## config.mk

```make
export PLATFORM = sky130hd
export DESIGN_NAME = bbd_pos_ctrl
export DESIGN_NICKNAME = d
export VERILOG_FILES = /design/src/rtl/bbd_pkg.sv /design/src/rtl/bbd_pos_ctrl.sv
export SDC_FILE = /design/constraint.sdc
export NUM_CORES = 1
export LEC_CHECK = 0
export CAP_MARGIN = 20
export CORE_MARGIN = 3
export CORE_UTILIZATION = 60
export DETAILED_ROUTE_END_ITERATION = 7
export DONT_BUFFER_PORTS = 1
export GPL_TIMING_DRIVEN = 0
export MAX_ROUTING_LAYER = met4
export PLACE_DENSITY = 0.84
export SLEW_MARGIN = 20
export SYNTH_ARGS = -nofsm -noshare
export SYNTH_HDL_FRONTEND = slang
export SYNTH_SLANG_ARGS = --single-unit
```

## constraint.sdc

```tcl
create_clock -name clk -period 5.4 [get_ports clk]
set_clock_uncertainty 0.1 [all_clocks]
set_input_delay 0.54 -clock clk [delete_from_list [all_inputs] [get_ports clk]]
set_output_delay 0.54 -clock clk [all_outputs]
set_load 0.01 [all_outputs]
```

## src/rtl/bbd_pkg.sv

```systemverilog
// ----------------------------------------------------------------------------
// bbd_pkg
// Shared constants, types and register codes for the Bayer bilinear demosaic.
// ----------------------------------------------------------------------------
package bbd_pkg;

  // Line store depth and derived widths
  localparam int MAX_WIDTH  = 2048;
  localparam int COL_W      = $clog2(MAX_WIDTH);
  localparam int WIDTH_CAP  = (MAX_WIDTH < 4095) ? MAX_WIDTH : 4095;
  localparam int MAX_HEIGHT = 4096;

  // Field and counter widths
  localparam int PIX_W   = 8;
  localparam int IW_W    = 12;
  localparam int IH_W    = 13;
  localparam int PH_W    = 2;
  localparam int POS_W   = ((COL_W + 1) > (IW_W + 1)) ? (COL_W + 1) : (IW_W + 1);
  localparam int ROW_W   = 13;
  localparam int OCNT_W  = 23;
  localparam int AREA_W  = IW_W + IH_W;

  // APB port
  localparam int APB_AW  = 4;
  localparam int APB_DW  = 32;

  // Register indexes (paddr[3:2])
  localparam logic [1:0] REG_IMAGE_WIDTH   = 2'd0;
  localparam logic [1:0] REG_IMAGE_HEIGHT  = 2'd1;
  localparam logic [1:0] REG_PATTERN_PHASE = 2'd2;

  // Reset values
  localparam logic [IW_W-1:0] RST_WIDTH  = IW_W'(640);
  localparam logic [IH_W-1:0] RST_HEIGHT = IH_W'(480);
  localparam logic [PH_W-1:0] RST_PHASE  = '0;

  // Effective frame geometry as seen by the datapath
  typedef struct packed {
    logic [IW_W-1:0]   width;   // clamped
    logic [IH_W-1:0]   height;  // clamped
    logic [PH_W-1:0]   phase;
    logic [AREA_W-1:0] area;    // width * height, registered
  } cfg_t;

  // Per-item position info produced at accept time
  typedef struct packed {
    logic [COL_W-1:0] addr;
    logic             emit;
    logic             last;
    logic             border;
    logic             blue_row;
    logic             is_green;
  } pos_info_t;

  typedef struct packed {
    logic [PIX_W-1:0] red;
    logic [PIX_W-1:0] green;
    logic [PIX_W-1:0] blue;
  } rgb_t;

endpackage

```

## src/rtl/bbd_pos_ctrl.sv

```systemverilog
// ----------------------------------------------------------------------------
// bbd_pos_ctrl
// Raster position tracking: column, row and output counters, emit and
// frame-end decisions, and the border/phase class of the output site.
// ----------------------------------------------------------------------------
module bbd_pos_ctrl (
  input  logic               clk,
  input  logic               rst_n,
  input  logic               accept,
  input  bbd_pkg::cfg_t      cfg,
  output bbd_pkg::pos_info_t info
);

  localparam int PW = bbd_pkg::POS_W;

  logic [bbd_pkg::COL_W-1:0]  col_r,  col_nxt;
  logic [bbd_pkg::ROW_W-1:0]  row_r,  row_nxt;
  logic [bbd_pkg::OCNT_W-1:0] ocnt_r, ocnt_nxt;

  logic [PW-1:0]              w_x;
  logic [PW-1:0]              col_x;
  logic [PW-1:0]              col_in;
  logic [PW-1:0]              col_p1;
  logic [PW-1:0]              ox;
  logic [bbd_pkg::ROW_W-1:0]  row_in;
  logic [bbd_pkg::ROW_W-1:0]  oy;
  logic [bbd_pkg::ROW_W-1:0]  h_x;
  logic                       emit;
  logic                       last;
  logic                       border;

  assign w_x   = PW'(cfg.width);
  assign col_x = PW'(col_r);
  assign h_x   = bbd_pkg::ROW_W'(cfg.height);

  // Position of this item, wrapping a column left beyond a lowered width
  always_comb begin
    if (col_x >= w_x) begin
      col_in = '0;
      row_in = row_r + bbd_pkg::ROW_W'(1);
    end else begin
      col_in = col_x;
      row_in = row_r;
    end
    col_p1 = col_in + PW'(1);
    emit   = (row_in >= bbd_pkg::ROW_W'(2)) ||
             ((row_in == bbd_pkg::ROW_W'(1)) && (col_in != '0));
  end

  // Output site: one line plus one pixel behind
  always_comb begin
    if (col_in != '0) begin
      ox = col_in - PW'(1);
      oy = row_in - bbd_pkg::ROW_W'(1);
    end else begin
      ox = w_x - PW'(1);
      oy = row_in - bbd_pkg::ROW_W'(2);
    end
    border = (oy == '0) || (oy >= h_x - bbd_pkg::ROW_W'(1)) ||
             (ox == '0) || (ox >= w_x - PW'(1));
    last   = (bbd_pkg::AREA_W'(ocnt_r) + bbd_pkg::AREA_W'(1)) >= cfg.area;
  end

  // Counter update
  always_comb begin
    col_nxt  = col_r;
    row_nxt  = row_r;
    ocnt_nxt = ocnt_r;
    if (col_p1 >= w_x) begin
      col_nxt = '0;
      row_nxt = row_in + bbd_pkg::ROW_W'(1);
    end else begin
      col_nxt = col_p1[bbd_pkg::COL_W-1:0];
      row_nxt = row_in;
    end
    if (emit) begin
      if (last) begin
        col_nxt  = '0;
        row_nxt  = '0;
        ocnt_nxt = '0;
      end else begin
        ocnt_nxt = ocnt_r + bbd_pkg::OCNT_W'(1);
      end
    end
  end

  always_ff @(posedge clk) begin
    if (!rst_n) begin
      col_r  <= '0;
      row_r  <= '0;
      ocnt_r <= '0;
    end else if (accept) begin
      col_r  <= col_nxt;
      row_r  <= row_nxt;
      ocnt_r <= ocnt_nxt;
    end
  end

  // Site class for the interpolator
  assign info.addr     = col_in[bbd_pkg::COL_W-1:0];
  assign info.emit     = emit;
  assign info.last     = last;
  assign info.border   = border;
  assign info.blue_row = (oy[0] == ~cfg.phase[1]);
  assign info.is_green = ((ox[0] ^ oy[0]) == ~cfg.phase[0]);

endmodule

```

[After elaboration in Yosys (flattened, before gate mapping)]
Cells that the tools add are included.
Word-level totals
  bits in registers: 47
  input port bits: 55
  output and inout bits: 16
  word-level logic and storage cells: 45
Cells by class
  add/sub/neg operators: 10
  $lt $le $gt $ge: 6
  equality and inequality tests: 3
  multiplexer cells: 11
  bitwise gates (word level): 3
  reduce and logical (&&, ||, !) cells: 9
Operator list (count)
  two-way mux 13 bit: 6
  two-way mux 11 bit: 4
  adder 13 x 1 -> 13 bit, second input constant: 3
  subtractor 13 x 1 -> 13 bit, second input constant: 3
  >= comparator 13 bit: 2
  logical NOT 13 bit: 2
  >= comparator 24 x 25 -> 1 bit: 1
  adder 23 x 1 -> 24 bit, second input constant: 1
  adder 23 x 1 -> 23 bit, second input constant: 1
  two-way mux 23 bit: 1
  equality test 13 x 1 -> 1 bit, second input constant: 1
  >= comparator 13 x 12 -> 1 bit: 1
  >= comparator 13 x 2 -> 1 bit, second input constant: 1
  nonzero test 13 bit: 1
  subtractor 12 x 1 -> 13 bit, second input constant: 1
  subtractor 13 x 2 -> 13 bit, second input constant: 1
  >= comparator 11 x 12 -> 1 bit: 1
  logical OR 1 bit: 4
  equality test 1 bit: 2
  NOT 1 bit: 2
  AND reduction 2 bit: 1
  logical AND 1 bit: 1
  bitwise XOR 1 bit: 1

[Depth between registers and ports, before layout]
Gate-level depths: netlist (run 1).
  depth after elaboration: 8
  depth in mapped cells: 29
  gate-level depth less buffers: 25

[Least setup slack after synthesis (run 1)]
OpenSTA, ideal clock, no wires.
  path type: input-to-output
  start: in cfg[45] in the netlist's numbering
  end: out info[2] in the netlist's numbering
  arrival time: 4900 ps
  data required time: 4760 ps
  path slack: -140 ps
  stages on the path: 28
  buffers on the path: 4
  cell sequence: inv_1 > ha_1 > a211o_1 > a21oi_1 > o21ai_2 > buf_4 > nor2_1 > buf_2 > nand2_1 > ha_1 > nand3_1 > mux2_2 > or3b_1 > buf_6 > nor2b_4 > xnor2_1 > ha_1 > a21oi_1 > nor2b_1 > o21ai_0 > nand2b_1 > a21oi_1 > o21ai_0 > a21o_1 > a21oi_1 > o221a_2 > o31ai_2 > buf_4
On the way
  word-level cells in the longest chain between the ends: 8
  elaborated cells on any way between the ends: 17
  those cells by class: add/sub: 4; order compare: 3; mux: 4; reduce/logical: 6
RTL lines
  from (decl): line bbd_pos_ctrl.sv:10  | input bbd_pkg::cfg_t cfg,
  >= comparator 11 x 12 -> 1 bit: line bbd_pos_ctrl.sv:38  | if (col_x >= w_x) begin
  two-way mux 13 bit or two-way mux 11 bit (tied branches): line bbd_pos_ctrl.sv:38
  subtractor 13 x 2 -> 13 bit, or another cell as far along: line bbd_pos_ctrl.sv:57  | oy = row_in - bbd_pkg::ROW_W'(2);
  two-way mux 13 bit: line bbd_pos_ctrl.sv:52  | if (col_in != '0) begin
  >= comparator 13 bit or logical NOT 13 bit (tied branches): line bbd_pos_ctrl.sv:59  | border = (oy == '0) || (oy >= h_x - bbd_pkg::ROW_W'(1)) ||
  logical OR 1 bit (2 in series): line bbd_pos_ctrl.sv:59
  logical OR 1 bit (*): line bbd_pos_ctrl.sv:60  | (ox == '0) || (ox >= w_x - PW'(1));
  to (decl): line bbd_pos_ctrl.sv:11  | output bbd_pkg::pos_info_t info
Mark *: on every way between the ends. The rest lies on a longest branch, timed or not.

[Worst setup path in the final report (run 1)]
  start: reg col_r[1] in the netlist's numbering
  end: out info[2] in the netlist's numbering
On the way
  word-level cells in the longest chain between the ends: 8
  elaborated cells on any way between the ends: 16
  those cells by class: add/sub: 3; order compare: 3; mux: 4; reduce/logical: 6
RTL lines
  from (decl): line bbd_pos_ctrl.sv:16  | logic [bbd_pkg::COL_W-1:0] col_r, col_nxt;
  from (signal assigned): line bbd_pos_ctrl.sv:93  | col_r <= col_nxt;
  >= comparator 11 x 12 -> 1 bit: line bbd_pos_ctrl.sv:38
  two-way mux 13 bit or two-way mux 11 bit (tied branches): line bbd_pos_ctrl.sv:38
  subtractor 13 x 2 -> 13 bit, or another cell as far along: line bbd_pos_ctrl.sv:57
  two-way mux 13 bit: line bbd_pos_ctrl.sv:52
  >= comparator 13 bit or logical NOT 13 bit (tied branches): line bbd_pos_ctrl.sv:59
  logical OR 1 bit (2 in series): line bbd_pos_ctrl.sv:59
  logical OR 1 bit (*): line bbd_pos_ctrl.sv:60
Marks and branches as above.

==> impl_metrics.py, run 1 <==
metrics = {
    "floorplanning": {
        "die-width_microns": 109.2,
        "ios": 71,
        "die_area_sq_um": 11920,
        "core_sq_um": 10320,
        "initial_core_util": 0.6190,
        "rows": 37,
        "die_h_microns": 109.2,
    },
    "synth": {
        "synth.most_common_cell": "ha_1",
        "synth-seq-cells": 47,
        "synth_cells": 805,
        "syn_nets": 946,
        "yosys-top-cells-count": "ha_1, xnor2_1, inv_1",
        "syn_avg_cell_area_sq_um": 7.938,
        "netlist_area_sq_um": 6390,
        "synth_top_area_frac": 0.1684,
        "async_flop_share": 0,
        "synth_edf_count": 0,
        "yosysWarnings": 0,
        "synth_area_leaders": "ha_1, dfxtp_1, xnor2_1, xor2_1, a21oi_1",
        "synth_top_cell_by_area": "ha_1",
        "yosysUniqueCellTypes": 84,
        "ys.flop_type": "dfxtp_1",
        "ys_seq_area_frac": 0.1472,
    },
    "route": {
        "drt_iter0_markers": 670,
        "firstDrtPassIters": 5,
        "routed_wl_microns": 17820,
        "dr_total_vias": 6290,
        "drtAntennaViolNets": 0,
        "routedWlPerCell_microns": 18.35,
        "drc": 0,
        "vias_per_cell": 6.478,
    },
    "sta": {
        "hold_slack_ns": 0.4335,
        "slew_violations": 0,
        "relSlewSlack": 0.4865,
        "hold_viol_final": 0,
        "setup_viol": 1,
        "tightest_slew_ns": 0.7676,
        "final.setup.worst_slack_ns": -0.02132,
        "rsz0062_at_grt": "yes",
        "tns_ns": -0.02132,
        "period_share": 1.004,
        "fmax_ghz": 0.1845,
        "min_period_ns": 5.421,
    },
    "worst_setup_path": {
        "cp_slowest_cell": "or3_4",
        "crit_required_ns": 4.76,
        "crit_buf_inv": 3,
        "rrSetupSlack_ns": 0.27,
        "cp_max_fo": 5,
        "critical_path_arrival_ns": 4.78,
        "worst_path_most_repeated_cell": "a21oi_2",
        "max_stage_delay_ns": 0.41,
        "path_class": "flop to primary output",
        "worstSetupStartpointType": "flop",
        "cp_top_family": "simple AND/OR/NAND/NOR gates",
        "endpoint_kind": "primary output",
    },
    "placed_design": {
        "gp_congestion": 0.9640,
        "dp.cells": 941,
        "hpwl_microns": 13680,
        "io_buffers": 0,
    },
    "finish": {
        "post-route-util": 0.6980,
        "fillers": 790,
        "final_nets": 976,
        "drive_above_1_share": 0.1569,
        "antenna_cells": 0,
        "stdcell_count": 971,
        "areaGrowthSynthToFinish_pct": 12.77,
        "seq_area_sq_um": 963.4,
        "multi_input_area_sq_um": 5319,
    },
    "job": {
        "cap_violations": 0,
    },
    "clock_tree": {
        "htree_levels": 2,
        "cts_buffers": 5,
        "cts_sinks": 47,
        "cts.clk_slew.worst_paths_ns": 0.09,
        "cts_tree": "yes",
        "cts_buffer_depth": 2,
        "clock_latency_ns": 0.32,
        "cts_hold_buf": 0,
        "root_buffer": "clkbuf_8",
    },
    "power": {
        "p_total_mw": 0.8303,
        "power.leakage_nw": 3.132,
        "powerDensity_nw_per_um2": 115.2,
        "peakVddDrop_v": 0.00007434,
    },
    "grt": {
        "first_global_vias": 6196,
        "grt_max_degree": 14,
        "grt_pass1_wl_microns": 28900,
        "track_usage": 0.3065,
        "antenna_found_initial": 0,
        "grt_remaining_overflow": 0,
    },
    "run_status": {
        "status": "finished, violations left",
        "violations": "negative setup slack",
    },
    "hold_path": {
        "min_path_type": "flop to flop",
    },
}
[worst register-to-register path, cell delays in order, from the launching register on]
cell and delay, ns:
dfxtp_4 0.35, ha_1 0.17, or3_4 0.41, o221a_4 0.26
buf_12 0.13, nor2_4 0.17, buf_8 0.17, nand2_8 0.07
inv_1 0.13, ha_2 0.24, nand3_4 0.11, or3_1 0.33
xor2_1 0.14, nor2_1 0.08, ha_1 0.30, and4_1 0.25
o2111ai_2 0.17, a41oi_2 0.31, nand4_1 0.24, nor3b_2 0.32
nand3_1 0.16, xor2_1 0.17, a22o_1 0.21
[cell usage in the layout (no fill, tap or decap), types with 17 or more instances in the layout]
master   instances
and3_1          21
buf_4           30
nor3b_1         19
nor2_1          40
nor3_1          17
a21oi_1         41
nand3_1         40
ha_1            77
xnor2_1         58
inv_1           55
nand2_1         44
xor2_1          30
o21ai_0         18
nor2b_1         23
dfxtp_1         39
[area by class of cell]
| type | count | area share |
|---|---|---|
| multi-input combinational | 660 | 0.7381 |
| sequential | 47 | 0.1337 |
| buffer | 35 | 0.03247 |
| inverter | 59 | 0.03178 |
| timing repair buffer | 27 | 0.02813 |
| tap | 136 | 0.02362 |
| clock buffer | 6 | 0.01146 |
| clock inverter | 1 | 0.0006946 |
[sequential cells by signal (all words and copies together) (netlist names)]
signal  flops
ocnt_r     23
row_r      13
col_r      11
[where the power goes]
group	internal (mW)	total, mW	switching (mW)
Clock	0.101	0.232	0.131
Sequential	0.346	0.348	0.00183
Combinational	0.110	0.251	0.140
Total	0.557	0.830	0.273
[timing repair]
| action | CTS | global route |
|---|---|---|
| cloned | 0 | 0 |
| gates resized for setup | 64 | 26 |
| pin swaps | 19 | 17 |
| endpoints found under the setup margin | 26 | 10 |
| setup buffers | 18 | 9 |
[stage by stage]
stage / cell area (sq um) / setup WS (ns)
after detailed placement: 6569 / -1.208
after global placement: 6569 / -1.008
after global routing: 7206 / -0.2453
after floorplan: 6399 / 0.003628
final: 7206 / -0.02132
after CTS: 7022 / 0.0002136
[cell families (layout without fill, tap and decap cells)]
logic type / count (synthesis) / count (layout) / synth area share
fa+ha+maj: 86 / 86 / 0.1684
simple gates: 289 / 289 / 0.2561
flops: 47 / 47 / 0.1472
mux: 4 / 4 / 0.008420
buf+inv: 98 / 128 / 0.06520
compound gates: 184 / 184 / 0.2152
xor+xnor: 97 / 97 / 0.1394
[worst paths after layout]
kind              startpoint  cells past startpoint   endpoint
hold reg to reg    row_r[12]                      1  row_r[12]
hold / removal     row_r[12]                      1  row_r[12]
setup / recovery    col_r[1]                     25    info[2]
setup reg to reg    col_r[1]                     22  row_r[12]
[per-layer routing]
layer / global-route usage / routed length [microns] / vias up
li1: - / - / 2966
met1: 0.3549 / 7350 / 2987
met2: 0.5325 / 8793 / 279
met3: 0.04914 / 1120 / 58
met4: 0.1158 / 554 / 0
met5: - / 0 / -
Power figures use the tool's default switching activity.
==> inputs of run 2 (changes only) <==
RECOVER_POWER = 25   (was unset)
==> run 2 against run 1 <==
  * The flow still finishes with violations (negative setup slack)
  * Largest cell class unchanged
  * Clock-buffer cell count stayed put
  * Highest routed layer unchanged
  * Global-route usage is the same
  * Critical path type unchanged
  * Sequential power about the same
  * Worst setup slack gained 0.0064 ns
==> impl_metrics.py, run 2 (synthesis results as in run 1) <==
metrics = {
    "sta": {
        "hold_viol_final": 0,
        "tns_ns": -0.01496,
        "period_share": 1.003,
        "relSlewSlack": 0.4899,
        "slew_violations": 0,
        "rsz0062_at_grt": "yes",
        "fmax_ghz": 0.1847,
        "final.setup.worst_slack_ns": -0.01496,
        "tightest_slew_ns": 0.7626,
        "setup_viol": 1,
        "min_period_ns": 5.415,
    },
    "power": {
        "power.leakage_nw": 3.129,
        "peakVddDrop_v": 0.00007436,
        "powerDensity_nw_per_um2": 115.0,
    },
    "grt": {
        "track_usage": 0.3065,
        "grt_pass1_wl_microns": 28900,
        "first_global_vias": 6196,
        "grt_remaining_overflow": 0,
        "grt_max_degree": 14,
        "antenna_found_initial": 0,
    },
    "route": {
        "met2RoutedLength_microns": 8761,
        "drt-met1-wl_microns": 7250,
        "firstDrtPassIters": 5,
        "drc": 0,
        "dr_wl_met3_microns": 1180,
        "drt_iter0_markers": 718,
        "vias_per_cell": 6.480,
        "top_layer": "met4",
        "routedWlPerCell_microns": 18.30,
        "drtAntennaViolNets": 0,
        "dr_total_vias": 6292,
        "routed_wl_microns": 17770,
    },
    "finish": {
        "areaGrowthSynthToFinish_pct": 12.71,
        "stdcell_count": 971,
        "largest_reg_flops": 23,
        "final_common_cell": "ha_1",
        "post-route-util": 0.6976,
        "largest_registers": "ocnt_r: 23 flops, row_r: 13 flops, col_r: 11 flops",
        "most-common-layout-cells": "ha_1, xnor2_1, inv_1",
        "final_nets": 976,
        "antenna_cells": 0,
        "drive_above_1_share": 0.1557,
        "largest-register": "ocnt_r",
        "fillers": 792,
        "final_area_sq_um": 7202,
    },
    "run_status": {
        "violations": "negative setup slack",
        "status": "finished, violations left",
    },
    "hold_path": {
        "min_path_type": "flop to flop",
    },
    "job": {
        "cap_violations": 0,
    },
    "clock_tree": {
        "cts_buffers": 5,
        "cts.clk_slew.worst_paths_ns": 0.09,
        "clock_latency_ns": 0.31,
        "root_buffer": "clkbuf_8",
        "cts_buffer_depth": 2,
        "cts_tree": "yes",
        "cts_sinks": 47,
        "htree_levels": 2,
    },
    "placed_design": {
        "gp_congestion": 0.9640,
        "placed_area_sq_um": 6569,
        "dp.cells": 941,
        "io_buffers": 0,
        "hpwl_microns": 13680,
        "pre_cts_ws_ns": -1.208,
    },
    "worst_setup_path": {
        "max_stage_delay_ns": 0.41,
        "path_class": "flop to primary output",
        "cp_slowest_cell": "or3_4",
        "cp_max_fo": 5,
        "worstSetupStartpointType": "flop",
        "rrSetupSlack_ns": 0.13,
        "critical_path_arrival_ns": 4.77,
        "endpoint_kind": "primary output",
        "crit_required_ns": 4.76,
        "worst_path_most_repeated_cell": "a21oi_2",
    },
    "floorplanning": {
        "die-width_microns": 109.2,
        "rows": 37,
        "initial_core_util": 0.6190,
        "ios": 71,
        "die_h_microns": 109.2,
        "die_area_sq_um": 11920,
        "core_sq_um": 10320,
    },
}
-- run 2: cell types whose count changed in the layout (fill, tap and decap cells not counted) --
cell / delta
buf_4: -1
clkbuf_1: +1
-- run 2: power by group --
| group | internal, mW | switching, mW | total (mW) |
|---|---|---|---|
| Combinational | 0.110 | 0.140 | 0.251 |
| Clock | 0.101 | 0.129 | 0.230 |
| Sequential | 0.346 | 0.00186 | 0.348 |
| Total | 0.557 | 0.271 | 0.828 |
-- run 2: metal layers --
| metal | GRT usage | vias to the layer above |
|---|---|---|
| met3 | 0.04914 | 64 |
| met4 | 0.1158 | 0 |
| li1 | - | 2968 |
| met2 | 0.5325 | 285 |
| met1 | 0.3549 | 2975 |
| met5 | - | - |
-- run 2: layout make-up --
class                           count  area, sq um  share of cell area
Buffer                             35        234.0             0.03249
Clock buffer                        6        82.58             0.01147
Clock inverter                      1        5.005           0.0006949
Inverter                           59        229.0             0.03179
Multi-Input combinational cell    660         5319              0.7385
Sequential cell                    47        963.4              0.1338
Tap cell                          136        170.2             0.02363
Timing Repair Buffer               27        198.9             0.02762
-- run 2: final timing paths --
check	from	end	cells past startpoint
worst max-delay path	col_r[1]	info[2]	25
worst min-delay path	row_r[12]	row_r[12]	1
worst max register to register	col_r[9]	row_r[12]	21
worst min register to register	row_r[12]	row_r[12]	1
-- run 2: metrics by stage --
| stage | hold slack [ns] | power (mW) |
|---|---|---|
| 2_1_floorplan | 0.3716 | 0.5278 |
| 3_3_place_gp | 0.3850 | 0.5668 |
| 6_report | 0.4338 | 0.8282 |
| 4_1_cts | 0.4254 | 0.8140 |
| 3_5_place_dp | 0.4034 | 0.5755 |
| 5_1_grt | 0.4488 | 0.8731 |
-- run 2: worst max-delay path: cells and delay by family, from the launching register on --
| kind | cells | cell delay, ns |
|---|---|---|
| buffers and inverters | 3 | 0.45 |
| muxes | 1 | 0.16 |
| and+or+nand+nor | 8 | 1.42 |
| adders and majority gates | 3 | 0.68 |
| xor gates and xnor gates | 1 | 0.08 |
| DFF | 1 | 0.35 |
| AOI/OAI and AO/OA | 9 | 1.30 |
-- run 2: timing repair --
action,CTS,global route
pin swaps,19,17
setup endpoints to repair,26,10
resized for setup,64,26
setup buffers,18,9
hold buffers,0,0
==> inputs of run 3 (changes only) <==
ABC_AREA = 1   (was unset)
MAX_ROUTING_LAYER = unset   (was met4)
==> run 3 against run 2 <==
  * The flow now finishes without violations
  * Routed wire length grew 6.2%
  * Total power rose by 55%
  * Area after synthesis is 13% higher
  * Non-clock buffer count decreased by 23
  * Critical path type unchanged
  * Critical endpoint unchanged
==> impl_metrics.py, run 3 <==
metrics = {
    "placed_design": {
        "io_buffers": 0,
        "hpwl_microns": 15150,
        "pre_cts_ws_ns": -0.4571,
        "gp_congestion": 0.9516,
    },
    "finish": {
        "largest-register": "ocnt_r",
        "antenna_cells": 0,
        "largest_reg_flops": 23,
        "final_common_cell": "nand2_1",
        "most-common-layout-cells": "nand2_1, inv_1, nor2_1",
        "post-route-util": 0.6644,
        "final_nets": 1337,
        "drive_above_1_share": 0.1170,
        "fillers": 1092,
        "areaGrowthSynthToFinish_pct": 6.800,
        "largest_registers": "ocnt_r: 23 flops, row_r: 13 flops, col_r: 11 flops",
    },
    "synth": {
        "synth_area_leaders": "nand2_1, ha_1, dfxtp_1, inv_1, xor2_1",
        "yosysUniqueCellTypes": 51,
        "syn_nets": 1320,
        "ys_seq_area_frac": 0.1308,
        "synth_top_area_frac": 0.1623,
        "synth_edf_count": 0,
        "synth-seq-cells": 47,
        "ys.flop_type": "dfxtp_1",
        "yosysWarnings": 0,
        "synth_cells": 1179,
        "synth.most_common_cell": "nand2_1",
        "netlist_area_sq_um": 7194,
        "yosys-top-cells-count": "nand2_1, inv_1, nor2_1",
        "syn_avg_cell_area_sq_um": 6.102,
        "async_flop_share": 0,
        "synth_top_cell_by_area": "nand2_1",
    },
    "floorplanning": {
        "die_area_sq_um": 13340,
        "initial_core_util": 0.6221,
        "ios": 71,
        "core_sq_um": 11560,
        "die_h_microns": 115.5,
        "die-width_microns": 115.5,
        "rows": 39,
    },
    "route": {
        "drt_iter0_markers": 509,
        "vias_per_cell": 5.646,
        "routed_wl_microns": 18870,
        "drtAntennaViolNets": 0,
        "dr_total_vias": 7566,
        "drc": 0,
        "routedWlPerCell_microns": 14.08,
        "firstDrtPassIters": 5,
    },
    "clock_tree": {
        "root_buffer": "clkbuf_16",
        "cts_buffers": 5,
        "cts_tree": "yes",
        "cts_sinks": 47,
        "cts.clk_slew.worst_paths_ns": 0.06,
        "clock_latency_ns": 0.29,
        "htree_levels": 2,
        "cts_hold_buf": 0,
        "cts_buffer_depth": 2,
    },
    "worst_setup_path": {
        "rrSetupSlack_ns": 0.34,
        "rr_worst_depth": 29,
        "crit_buf_inv": 7,
        "endpoint_kind": "primary output",
        "reg2reg_to": "row_r[1]",
        "timing.rr.start": "col_r[9]",
        "cp_top_family": "simple AND/OR/NAND/NOR gates",
        "worstSetupStartpointType": "flop",
        "critical_path_arrival_ns": 4.46,
        "crit_required_ns": 4.76,
        "worst_path_most_repeated_cell": "nand2_1",
        "path_class": "flop to primary output",
        "cp_slowest_cell": "dfxtp_1",
        "max_stage_delay_ns": 0.38,
        "cp_max_fo": 10,
    },
    "power": {
        "p_total_mw": 1.284,
        "peakVddDrop_v": 0.0001162,
        "power.leakage_nw": 3.977,
        "powerDensity_nw_per_um2": 167.1,
    },
    "sta": {
        "final.setup.worst_slack_ns": 0.2978,
        "fmax_ghz": 0.1960,
        "min_period_ns": 5.102,
        "hold_slack_ns": 0.2836,
        "relSlewSlack": 0.4546,
        "period_share": 0.9449,
        "setup_viol": 0,
        "tightest_slew_ns": 0.8111,
        "hold_viol_final": 0,
        "slew_violations": 0,
    },
    "grt": {
        "first_global_vias": 6782,
        "grt_max_degree": 14,
        "antenna_found_initial": 0,
        "track_usage": 0.2773,
        "grt_pass1_wl_microns": 30910,
        "grt_remaining_overflow": 0,
    },
    "run_status": {
        "status": "finished, final reports clean",
    },
    "hold_path": {
        "min_path_type": "primary input to flop",
        "hold_path_depth": 2,
        "hp-start": "rst_n",
        "hold_end": "row_r[5]",
    },
    "job": {
        "cap_violations": 0,
    },
}
-- run 3: cell count changes after synthesis, sizes merged, moves of 19 or more --
cell	delta
inv	+121
and3	-21
nor2	+79
nor2b	-24
xnor2	-51
a21oi	+26
nand2	+291
nand3	+50
o21ai	+19
nor3b	-20
nand4	+20
-- run 3: timing repair --
action	in CTS	in global routing
endpoints found under the setup margin	20	25
endpoints found under the hold margin	0	0
pin swaps	0	4
buffers inserted	0	11
resized for setup	2	33
-- run 3: cells by family after synthesis --
family          count (synthesis)  share of synthesized area
buf+inv                       211                     0.1228
fa+ha+maj                      86                     0.1496
compound gates                135                     0.1169
xor+xnor                       62                    0.07548
flops                          47                     0.1308
simple gates                  638                     0.4045
-- run 3: worst max-delay path by stage --
stage             start  endpoint  slack (ns)  depth (start not counted)
6_report       col_r[9]   info[2]        0.30                         29
5_1_grt        col_r[0]   info[2]       -0.09                         32
4_1_cts        col_r[0]  row_r[1]        0.03                         32
3_5_place_dp    cfg[47]  row_r[1]       -0.46                         32
3_3_place_gp    cfg[47]  row_r[1]       -0.43                         32
2_1_floorplan   cfg[47]  row_r[1]        0.41                         32
-- run 3: worst reg2reg max path: cells and delay by family, from the launching register on --
family / cells / cell delay (ns)
AND/OR/NAND/NOR: 18 / 2.75
adder cells (fa/ha/maj): 3 / 0.84
buffers and inverters: 6 / 0.59
flip-flops: 1 / 0.47
AO/OA/AOI/OAI: 2 / 0.22
-- run 3: per-layer routing --
| metal | track usage | share of wire | up-vias |
|---|---|---|---|
| li1 | - | - | 3845 |
| met1 | 0.3840 | 0.46 | 3430 |
| met2 | 0.4549 | 0.46 | 257 |
| met3 | 0.04543 | 0.065 | 34 |
| met4 | 0.06103 | 0.018 | 0 |
| met5 | 0 | 0 | - |
-- run 3: power breakdown --
group	internal (mW)	leakage (nW)	switching, mW
registers	0.366	0.387	0.0244
logic	0.225	3.52	0.366
clock network	0.171	0.0679	0.131
total	0.762	3.98	0.521
-- run 3: layout make-up --
class / count / area [sq um] / share of cell area
buffer: 28 / 193.9 / 0.02524
tap: 143 / 178.9 / 0.02329
clock inverter: 1 / 5.005 / 0.0006514
timing repair buffer: 11 / 82.58 / 0.01075
multi-input combinational: 921 / 5456 / 0.7101
clock buffer: 7 / 132.6 / 0.01726
inverter: 182 / 683.2 / 0.08891
sequential: 47 / 950.9 / 0.1238
-- run 3: stage by stage --
stage          setup TNS, ns  cells  cell area, sq um
2_1_floorplan              0   1179              7194
5_1_grt              -0.1062   1340              7684
6_report                   0   1340              7684
3_5_place_dp          -7.406   1322              7373
4_1_cts                    0   1330              7518
3_3_place_gp          -6.546   1322              7373
